==> config.mk <==
export PLATFORM = sky130hd
export DESIGN_NAME = hook_debounce_extractor_controller_unit_flat
export DESIGN_NICKNAME = d
export VERILOG_FILES = /design/src/sv/hdx_pkg.sv /design/src/sv/hdx_sample_if.sv /design/src/sv/hdx_result_if.sv /design/src/sv/hook_debounce_extractor_controller_unit.sv /design/src/flat_wrapper.sv
export SDC_FILE = /design/constraint.sdc
export NUM_CORES = 1
export LEC_CHECK = 0
export ABC_AREA = 1
export BUFFER_PORTS_ARGS = -buffer_cell sky130_fd_sc_hd__buf_4
export CORE_MARGIN = 2
export CORE_UTILIZATION = 30
export CTS_CLUSTER_SIZE = 8
export DETAILED_ROUTE_END_ITERATION = 10
export GPL_TIMING_DRIVEN = 0
export PLACE_DENSITY = 0.45
export SYNTH_ARGS = -nofsm -noshare
export SYNTH_HDL_FRONTEND = slang
export SYNTH_SLANG_ARGS = --single-unit
==> constraint.sdc <==
create_clock -name clk -period 15.73 [get_ports clk]
set_input_delay 2.3595 -clock clk [delete_from_list [all_inputs] [get_ports clk]]
set_output_delay 2.3595 -clock clk [all_outputs]
set_load 0.02 [all_outputs]
==> src/sv/hdx_pkg.sv <==
package hdx_pkg;

	localparam int TIME_BITS = 32;
	localparam int MS_PER_S = 1000;
	localparam int HOLD_MS_W = 26;
	localparam int CFG_IDX_W = 3;
	localparam int CFG_DATA_W = 16;

	typedef logic [TIME_BITS-1:0] tstamp_t;
	typedef logic [CFG_IDX_W-1:0] cfg_idx_t;
	typedef logic [CFG_DATA_W-1:0] cfg_data_t;
	typedef logic [1:0] phase_t;
	typedef logic [1:0] act_t;

	localparam cfg_idx_t CFG_HOLD_DELAY = 3'd0;
	localparam cfg_idx_t CFG_DEBOUNCE = 3'd1;
	localparam cfg_idx_t CFG_TOUCH_THRESH = 3'd2;
	localparam cfg_idx_t CFG_TOUCH_HOLD = 3'd3;
	localparam cfg_idx_t CFG_TOUCH_OVERRIDE = 3'd4;

	localparam phase_t PH_OFF = 2'd0;
	localparam phase_t PH_GOING_OFF = 2'd1;
	localparam phase_t PH_GOING_ON = 2'd2;
	localparam phase_t PH_ON = 2'd3;

	localparam act_t ACT_NONE = 2'd0;
	localparam act_t ACT_START = 2'd1;
	localparam act_t ACT_STOP = 2'd2;

	localparam logic [15:0] DEBOUNCE_RST = 16'd200;
	localparam logic [15:0] TOUCH_THRESH_RST = 16'd50;
	localparam logic [15:0] TOUCH_HOLD_RST = 16'd500;

endpackage

==> src/sv/hdx_sample_if.sv <==
interface hdx_sample_if;
	logic valid;
	logic ready;
	logic [31:0] now_ms;
	logic hook_level;
	logic [15:0] touch_value;

	modport source (output valid, output now_ms, output hook_level, output touch_value,
		input ready);
	modport sink (input valid, input now_ms, input hook_level, input touch_value,
		output ready);
endinterface

==> src/sv/hdx_result_if.sv <==
interface hdx_result_if;
	logic valid;
	logic ready;
	logic heater_on;
	logic [1:0] hook_action;
	logic [1:0] touch_action;
	logic forced_on;
	logic [1:0] hook_state;

	modport source (output valid, output heater_on, output hook_action, output touch_action,
		output forced_on, output hook_state, input ready);
	modport sink (input valid, input heater_on, input hook_action, input touch_action,
		input forced_on, input hook_state, output ready);
endinterface

==> src/sv/hook_debounce_extractor_controller_unit.sv <==
// Debounces the holder hook sensor and the touch pad and issues heater and extractor
// commands. One sample beat is accepted every clock cycle unless the input stalls, and each
// sample yields exactly one result beat, held first in the input register and then passed to the
// decision logic that writes the result register and the controller state. While a result
// waits, the input register still takes one more sample, after which the input stalls
// until the waiting result is taken.
// Registers may be written only while no sample is in flight.
module hook_debounce_extractor_controller_unit (
	input logic clk,
	input logic arst_n,
	hdx_sample_if.sink sample,
	hdx_result_if.source result,
	input logic cfg_we,
	input hdx_pkg::cfg_idx_t cfg_idx,
	input hdx_pkg::cfg_data_t cfg_wdata
);
	import hdx_pkg::*;

	logic [HOLD_MS_W-1:0] hold_ms_q;
	logic [15:0] debounce_q;
	logic [15:0] thresh_q;
	logic [15:0] touch_hold_q;
	logic override_q;

	logic valid_s1;
	tstamp_t now_s1;
	logic level_s1;
	logic [15:0] touch_s1;

	phase_t phase_q;
	tstamp_t phase_start_q;
	tstamp_t deadline_q;
	logic armed_q;
	logic heater_q;
	tstamp_t touch_start_q;
	logic touch_active_q;
	logic handled_q;
	logic forced_q;

	logic res_valid_q;
	logic res_heater_q;
	act_t res_hook_act_q;
	act_t res_touch_act_q;
	logic res_forced_q;
	phase_t res_phase_q;

	logic advance;
	phase_t ph1, ph2;
	tstamp_t pst1;
	tstamp_t el;
	logic deb_over;
	logic heater_nx;
	logic armed1, armed_nx;
	tstamp_t dl1;
	logic just_armed;
	tstamp_t past;
	logic passed;
	logic forced1, forced_nx;
	act_t hook_act;
	act_t touch_act;
	logic touched, released, fire;
	tstamp_t touch_el;

	assign advance = valid_s1 && (!res_valid_q || result.ready);
	assign sample.ready = !valid_s1 || advance;

	always_ff @(posedge clk or negedge arst_n) begin
		if (!arst_n) begin
			hold_ms_q <= '0;
			debounce_q <= DEBOUNCE_RST;
			thresh_q <= TOUCH_THRESH_RST;
			touch_hold_q <= TOUCH_HOLD_RST;
			override_q <= 1'b0;
		end else if (cfg_we) begin
			case (cfg_idx)
				CFG_HOLD_DELAY: begin
					hold_ms_q <= HOLD_MS_W'({10'd0, cfg_wdata} * HOLD_MS_W'(MS_PER_S));
				end
				CFG_DEBOUNCE: debounce_q <= cfg_wdata;
				CFG_TOUCH_THRESH: thresh_q <= cfg_wdata;
				CFG_TOUCH_HOLD: touch_hold_q <= cfg_wdata;
				CFG_TOUCH_OVERRIDE: override_q <= cfg_wdata[0];
				default: ;
			endcase
		end
	end

	always_ff @(posedge clk or negedge arst_n) begin
		if (!arst_n) begin
			valid_s1 <= 1'b0;
		end else if (sample.ready) begin
			valid_s1 <= sample.valid;
		end
	end

	always_ff @(posedge clk) begin
		if (sample.valid && sample.ready) begin
			now_s1 <= TIME_BITS'(sample.now_ms);
			level_s1 <= sample.hook_level;
			touch_s1 <= sample.touch_value;
		end
	end

	always_comb begin
		ph1 = phase_q;
		pst1 = phase_start_q;
		if (level_s1 && phase_q == PH_ON) begin
			ph1 = PH_GOING_OFF;
			pst1 = now_s1;
		end else if (!level_s1 && phase_q == PH_OFF) begin
			ph1 = PH_GOING_ON;
			pst1 = now_s1;
		end else if (!level_s1 && phase_q == PH_GOING_OFF) begin
			ph1 = PH_ON;
		end else if (level_s1 && phase_q == PH_GOING_ON) begin
			ph1 = PH_OFF;
		end

		el = now_s1 - pst1;
		deb_over = el > TIME_BITS'(debounce_q);

		ph2 = ph1;
		heater_nx = heater_q;
		armed1 = armed_q;
		dl1 = deadline_q;
		just_armed = 1'b0;
		hook_act = ACT_NONE;
		if (ph1 == PH_GOING_OFF && deb_over) begin
			ph2 = PH_OFF;
			armed1 = 1'b0;
			heater_nx = 1'b1;
			if (!(override_q && forced_q)) begin
				hook_act = ACT_START;
			end
		end else if (ph1 == PH_GOING_ON && deb_over) begin
			ph2 = PH_ON;
			heater_nx = 1'b0;
			dl1 = now_s1 + TIME_BITS'(hold_ms_q);
			armed1 = 1'b1;
			just_armed = 1'b1;
		end

		// A deadline armed by this sample lies exactly the hold time ahead of now.
		past = just_armed ? (TIME_BITS'(0) - TIME_BITS'(hold_ms_q)) : (now_s1 - deadline_q);
		passed = (past != '0) && !past[TIME_BITS-1];

		armed_nx = armed1;
		forced1 = forced_q;
		if (ph2 == PH_ON && armed1 && passed) begin
			if (!override_q) begin
				hook_act = ACT_STOP;
				forced1 = 1'b0;
			end else if (!forced_q) begin
				hook_act = ACT_STOP;
			end
			armed_nx = 1'b0;
		end

		touched = touch_s1 < thresh_q;
		released = touch_s1 > thresh_q;
		touch_el = now_s1 - touch_start_q;
		fire = touched && touch_active_q && (touch_el > TIME_BITS'(touch_hold_q)) && !handled_q;
		forced_nx = fire ? !forced1 : forced1;
		touch_act = ACT_NONE;
		if (fire) begin
			touch_act = forced_nx ? ACT_START : ACT_STOP;
		end
	end

	always_ff @(posedge clk or negedge arst_n) begin
		if (!arst_n) begin
			phase_q <= PH_ON;
			armed_q <= 1'b0;
			heater_q <= 1'b0;
			touch_active_q <= 1'b0;
			handled_q <= 1'b0;
			forced_q <= 1'b0;
		end else if (advance) begin
			phase_q <= ph2;
			armed_q <= armed_nx;
			heater_q <= heater_nx;
			forced_q <= forced_nx;
			if (released) begin
				touch_active_q <= 1'b0;
				handled_q <= 1'b0;
			end else begin
				if (touched) begin
					touch_active_q <= 1'b1;
				end
				if (fire) begin
					handled_q <= 1'b1;
				end
			end
		end
	end

	always_ff @(posedge clk) begin
		if (advance) begin
			phase_start_q <= pst1;
			deadline_q <= dl1;
			if (touched && !touch_active_q) begin
				touch_start_q <= now_s1;
			end
		end
	end

	always_ff @(posedge clk or negedge arst_n) begin
		if (!arst_n) begin
			res_valid_q <= 1'b0;
		end else if (advance) begin
			res_valid_q <= 1'b1;
		end else if (result.ready) begin
			res_valid_q <= 1'b0;
		end
	end

	always_ff @(posedge clk) begin
		if (advance) begin
			res_heater_q <= heater_nx;
			res_hook_act_q <= hook_act;
			res_touch_act_q <= touch_act;
			res_forced_q <= forced_nx;
			res_phase_q <= ph2;
		end
	end

	assign result.valid = res_valid_q;
	assign result.heater_on = res_heater_q;
	assign result.hook_action = res_hook_act_q;
	assign result.touch_action = res_touch_act_q;
	assign result.forced_on = res_forced_q;
	assign result.hook_state = res_phase_q;

	// The heater follows the confirmed hook side.
	assert property (@(posedge clk) disable iff (!arst_n)
		res_valid_q |-> (res_heater_q == (res_phase_q == PH_OFF || res_phase_q == PH_GOING_ON)))
		else $error("heater level disagrees with hook state");

	assert property (@(posedge clk) disable iff (!arst_n)
		(res_valid_q && res_hook_act_q == ACT_START) |-> (res_phase_q == PH_OFF))
		else $error("hook start outside off hook");

	assert property (@(posedge clk) disable iff (!arst_n)
		(res_valid_q && res_hook_act_q == ACT_STOP) |-> (res_phase_q == PH_ON))
		else $error("hook stop outside on hook");

	assert property (@(posedge clk) disable iff (!arst_n)
		(res_valid_q && res_touch_act_q != ACT_NONE) |->
		(res_forced_q == (res_touch_act_q == ACT_START)))
		else $error("touch command disagrees with forced flag");

	assert property (@(posedge clk) disable iff (!arst_n)
		(res_valid_q && !result.ready) |=> res_valid_q)
		else $error("result beat dropped while stalled");

endmodule
==> src/flat_wrapper.sv <==
// flat-port wrapper written by rule: the top's interface ports become plain ports
module hook_debounce_extractor_controller_unit_flat import hdx_pkg::*;
  (clk, arst_n, cfg_we, cfg_idx, cfg_wdata, sample_valid, sample_now_ms, sample_hook_level, sample_touch_value, sample_ready, result_valid, result_heater_on, result_hook_action, result_touch_action, result_forced_on, result_hook_state, result_ready);
  hdx_sample_if sample_i ();
  hdx_result_if result_i ();
  input logic clk;
  input logic arst_n;
  input logic cfg_we;
  input hdx_pkg::cfg_idx_t cfg_idx;
  input hdx_pkg::cfg_data_t cfg_wdata;
  input wire logic [$bits(sample_i.valid)-1:0] sample_valid;
  input wire logic [$bits(sample_i.now_ms)-1:0] sample_now_ms;
  input wire logic [$bits(sample_i.hook_level)-1:0] sample_hook_level;
  input wire logic [$bits(sample_i.touch_value)-1:0] sample_touch_value;
  output wire logic [$bits(sample_i.ready)-1:0] sample_ready;
  output wire logic [$bits(result_i.valid)-1:0] result_valid;
  output wire logic [$bits(result_i.heater_on)-1:0] result_heater_on;
  output wire logic [$bits(result_i.hook_action)-1:0] result_hook_action;
  output wire logic [$bits(result_i.touch_action)-1:0] result_touch_action;
  output wire logic [$bits(result_i.forced_on)-1:0] result_forced_on;
  output wire logic [$bits(result_i.hook_state)-1:0] result_hook_state;
  input wire logic [$bits(result_i.ready)-1:0] result_ready;
  assign sample_i.valid = sample_valid;
  assign sample_i.now_ms = sample_now_ms;
  assign sample_i.hook_level = sample_hook_level;
  assign sample_i.touch_value = sample_touch_value;
  assign sample_ready = sample_i.ready;
  assign result_valid = result_i.valid;
  assign result_heater_on = result_i.heater_on;
  assign result_hook_action = result_i.hook_action;
  assign result_touch_action = result_i.touch_action;
  assign result_forced_on = result_i.forced_on;
  assign result_hook_state = result_i.hook_state;
  assign result_i.ready = result_ready;
  hook_debounce_extractor_controller_unit u_core (.clk(clk), .arst_n(arst_n), .sample(sample_i), .result(result_i), .cfg_we(cfg_we), .cfg_idx(cfg_idx), .cfg_wdata(cfg_wdata));
endmodule
# Word level (Yosys, flattened, before mapping)
# Cells that the tools add are included.
# totals
regBits,234
in_bits,73
output_inout_bits,10
# classes
addsub,5
multipliers,1
magnitude_cmp,4
n_eq_ne,10
mux,31
bitwise,1
reduce_logical,40
# ops
op,n
two-way mux 32 bit,3
subtractor 32 bit,3
greater-than comparator 32 x 16 -> 1 bit,2
adder 32 x 26 -> 32 bit,1
nonzero test 32 bit,1
subtractor 1 x 26 -> 27 bit (first input constant),1
multiplier 16 x 7 -> 23 bit (second input constant),1
two-way mux 2 bit,11
two-way mux 1 bit,17
greater-than comparator 16 bit,1
logical AND 1 bit,16
< comparator 16 bit,1
AND reduction 2 bit,8
equality test 2 bit (second input constant),4
zero test 1 bit,7
equality test 3 x 2 -> 1 bit (second input constant),2
nonzero test 2 bit,3
equality test 2 x 1 -> 1 bit (second input constant),2
equality test 3 x 1 -> 1 bit (second input constant),1
equality test 3 bit (second input constant),1
zero test 3 bit,1
AND reduction 3 bit,1
zero test 2 bit,1
logical OR 1 bit,2
inverter 1 bit,1

# Logic depth before layout (Yosys ltp)
# depth
depth_word,18
mapped_depth,40
depth_no_buf,37

# Worst setup path after synthesis
# No wires, ideal clock.
# synth_path
kind,input -> register
start,input cfg_wdata[0]
end,register u_core.hold_ms_q[25]
setup_time_ps,136
arrival_time_ps,6355
path_slack_ps,9239
cell_stages,18
n_path_buf,0
path_cell_list,fa_1 -> inv_1 -> fa_1 -> fa_1 -> inv_1 -> fa_1 -> ha_1 -> nand2_1 -> o21ai_0 -> inv_1 -> o21a_1 -> o21bai_1 -> a31oi_1 -> o21ai_0 -> a21boi_0 -> o21ai_0 -> xor2_1 -> o21ai_0
# synth_via
elab_chain_cells,1
# synth_rtl
item,line,text
start: declaration,flat_wrapper.sv:10,input hdx_pkg::cfg_data_t cfg_wdata;
multiplier 16 x 7 -> 23 bit,hook_debounce_extractor_controller_unit.sv:77,"hold_ms_q <= HOLD_MS_W'({10'd0, cfg_wdata} * HOLD_MS_W'(MS_PER_S));"
end signal: assignment,hook_debounce_extractor_controller_unit.sv:77,
end: declaration,hook_debounce_extractor_controller_unit.sv:19,logic [HOLD_MS_W-1:0] hold_ms_q;
# No other way between the ends.
# A chain may end at the register's enable or synchronous reset.

# Worst setup path in the final report
# layout_path
start,register u_core.phase_q[0]
end,"register u_core.deadline_q[5], enable pin"
# layout_via
elab_chain_cells,10
elab_cells_between_ends,22
classes_between,add/sub (1); order compare (1); eq/ne (5); mux (6); bitwise (1); reduce/logical (8)
# layout_rtl
item,line,text
start: declaration,hook_debounce_extractor_controller_unit.sv:30,phase_t phase_q;
start signal: assignment,hook_debounce_extractor_controller_unit.sv:179,phase_q <= ph2;
branches (longest 9 deep; another with subtractor 32 bit),-,
AND reduction 3 bit (no line) (*),-,
end signal: assignment,hook_debounce_extractor_controller_unit.sv:200,deadline_q <= dl1;
end: declaration,hook_debounce_extractor_controller_unit.sv:32,tstamp_t deadline_q;
# Mark *: on every way between the ends.

==> run_results.csv <==
group,metric,value,unit
run_status,status,"finished, final reports clean",
placed_design,dp_hpwl,49.85,mm
cells_and_area,regArea,0.006639,sq mm
synthesis,ys.flop_type,"edfxtp_1",
cts,clk-insertion-delay-late,0.58,ns
drt,viasPerCell,4.758,
synthesis,ys_ff_latch,234,
global_route,grt_max_degree,82,
sta,fmax,140.5,MHz
cells_and_area,antenna_cells,0,
setup_path,cpMaxStageDelayCell,"clkbuf_1",
setup_path,endpoint_kind,"register",
setup_path,path_max_fanout,26,
synthesis,async_reset_ff_share,34.62,%
synthesis,synth_cells,2431,
floorplan,die_w,259.1,um
floorplan,die_height,259.1,um
setup_path,r2r_end,"u_core.deadline_q[5]",
cts,cts_tree,"yes",
cells_and_area,post-route-util,34.89,%
global_route,antenna_found_initial,0,
global_route,grt_util_met1,23.09,%
global_route,grt_use_total,18.05,%
setup_path,path_delay_family,"simple AND/OR/NAND/NOR gates",
sta,worst_pin_slew,1.078,ns
pwr,p_leak,10.54,nW
cts,cts_resized,0,
floorplan,start_util,30.33,%
cts,post_cts_buffers,0,
cts,h-tree-depth,2,
setup_path,critPathBufInv,4,
global_route,grt_use_met3,2.002,%
global_route,grt_pass1_vias,17087,
setup_path,rr_worst_depth,35,
sta,slew_headroom,28.16,%
synthesis,synth_edf_count,153,
synthesis,synth_warnings,0,
setup_path,path_class,"reg -> reg",
floorplan,dieArea,0.06711,sq mm
synthesis,avgSynthCellArea,8.028,sq um
cts,root_buffer,"clkbuf_16",
cts,path_clk_slew,0.05,ns
drt,num_vias,16352,
sta,holdWs,0.4623,ns
global_route,gr-total-overflow,0,
synthesis,synth_area,0.01951,sq mm
worst_hold_path,hold_path_depth,0,
floorplan,fp-row-count,93,
synthesis,yosys.cell_types.count,51,
drt,routed_wl,60.00,mm
setup_path,crit_top_cell,"nand2_1",
global_route,grt_use_met2,31.86,%
placed_design,place_congestion,0.8745,
sta,finalCriticalPeriod,7.118,ns
worst_hold_path,hp-class,"reg -> reg",
cells_and_area,areaGrowthSynthToFinish,15.03,%
cells_and_area,layout_commonest_cell,"nand2_1",
setup_path,r2r-start,"u_core.phase_q[0]",
drt,wire_per_inst,17.46,um
cts,cts_sinks,234,
setup_path,critPathMaxStageDelay,0.63,ns
cells_and_area,final_cell_mix,"nand2_1 (536), inv_1 (401), ha_1 (215)",
drt,firstDrtPassIters,5,
sta,finalSetupViolCount,0,
pwr,powerDensity,159.7,mW/mm^2
global_route,grt_pass1_wl,93.67,mm
worst_hold_path,min-delay-start,"u_core.now_s1[31]",
drt,antenna_left,0,
setup_path,required,16.02,ns
floorplan,core_area,0.06435,sq mm
sta,fin_setup_tns,0,ns
cells_and_area,drive_gt1_share,8.366,%
pwr,ir_worst_vdd,0.06756,mV
flow_run,maxCapViolCount,0,
floorplan,ioPinCount,83,
placed_design,port_buffers,82,
sta,rsz0062_at_grt,"no",
setup_path,ff2ff_setup_slack,8.61,ns
cts,cts.path.max_buffers,3,
sta,fin_skew,0.03823,ns
cells_and_area,multiInputGateArea,0.01127,sq mm
sta,maxSlewViolCount,0,
setup_path,cp-start-kind,"register",
global_route,busiest_layer,"met2",
cts,cts_buffers,37,
sta,min_period_over_period,45.25,%
cells_and_area,fin_nets,2904,
drt,drt_iter0_markers,894,
drt,route.detailed.drc,0,
cts,hold_buffers,0,
sta,hold_viol_final,0,
synthesis,synthesis.nets,2777,
worst_hold_path,hold_end,"u_core.touch_start_q[31]",
cells_and_area,fillCellCount,6763,
setup_path,cp.arrival,7.41,ns
synthesis,synth_seq_area_share,34.02,%
==> kinds of logic after synthesis <==
group	share of synthesized area, %
AOI/OAI and AO/OA	12.06
buffers and inverters	8.303
xor gates and xnor gates	4.712
DFF	34.02
and+or+nand+nor	21.17
adders and majority gates	19.73
==> how the worst max path moves through the flow <==
stage                            startpoint                   end  depth (start not counted)
after floorplan                cfg_wdata[0]  u_core.hold_ms_q[25]                         18
after global placement    u_core.phase_q[0]  u_core.deadline_q[0]                         34
after detailed placement  u_core.phase_q[0]  u_core.deadline_q[0]                         35
after CTS                 u_core.phase_q[0]  u_core.deadline_q[5]                         35
after global routing      u_core.phase_q[0]  u_core.deadline_q[5]                         35
final                     u_core.phase_q[0]  u_core.deadline_q[5]                         35
==> layout make-up <==
type | count | area share, %
Clock buffer | 54 | 4.453
Tap cell | 855 | 4.766
Inverter | 408 | 6.822
Sequential cell | 234 | 29.57
Clock inverter | 9 | 0.6298
Timing Repair Buffer | 88 | 3.160
Buffer | 23 | 0.3957
Multi-Input combinational cell | 1766 | 50.20
==> metrics by stage <==
step	cells	cell area [sq um]	power, W	setup WS [ns]
4_1_cts	3437	22450	0.003631	8.483
6_report	3437	22450	0.003584	8.612
3_5_place_dp	3374	21310	0.002827	8.549
5_1_grt	3437	22450	0.003927	8.074
3_3_place_gp	3368	21200	0.002795	6.895
2_1_floorplan	2431	19520	0.002273	9.239
==> metal layers <==
layer	up-vias	wire length, um
li1	8327	-
met4	0	1639
met1	7700	27620
met5	-	0
met2	243	29090
met3	82	1643
==> cells in the mapped netlist (all sizes together), types with 13 or more instances <==
cell type / n / share of area, %
inv: 407 / 7.8
clkbuf: 21 / 0.40
nand3: 101 / 2.7
fa: 58 / 5.9
dfrtp: 67 / 8.6
nor2: 173 / 3.5
o21ai: 182 / 4.7
xnor2: 40 / 1.8
nand3b: 14 / 0.54
xor2: 65 / 2.9
dfstp: 14 / 1.9
ha: 215 / 14
or2: 31 / 0.99
nand4: 51 / 1.8
a31oi: 13 / 0.42
nor3: 22 / 0.56
nand2: 551 / 11
edfxtp: 153 / 24
a21oi: 182 / 4.7
==> state kept, by name, summed over array words and instances, names as in the netlist <==
signal	count
u_core.result.heater_on	1
u_core.result.touch_action	2
u_core.now_s1	32
u_core.hold_ms_q	23
u_core.phase_start_q	32
u_core.debounce_q	16
u_core.override_q	1
u_core.deadline_q	32
u_core.handled_q	1
u_core.armed_q	1
u_core.level_s1	1
u_core.touch_active_q	1
u_core.touch_start_q	32
u_core.valid_s1	1
u_core.heater_q	1
u_core.touch_hold_q	16
u_core.result.valid	1
u_core.forced_q	1
u_core.touch_s1	16
u_core.result.hook_state	2
u_core.result.hook_action	2
u_core.thresh_q	16
u_core.result.forced_on	1
u_core.phase_q	2
==> worst register-to-register path, delay by kind of cell (launching register included) <==
kind | cells | cell delay (ns)
adders and majority gates | 2 | 0.67
and+or+nand+nor | 25 | 3.08
xor gates and xnor gates | 1 | 0.21
DFF | 1 | 0.51
buffers and inverters | 4 | 1.58
AOI/OAI and AO/OA | 3 | 0.75
==> where the power goes <==
part           internal [W]  total, W  switching [W]  leakage, nW
clock              0.000461  0.000774       0.000313        0.543
combinational      0.000700   0.00187        0.00117         7.56
sequential         0.000825  0.000943       0.000119         2.43
total               0.00199   0.00358        0.00160         10.5
(Power assumes the default switching activity.)
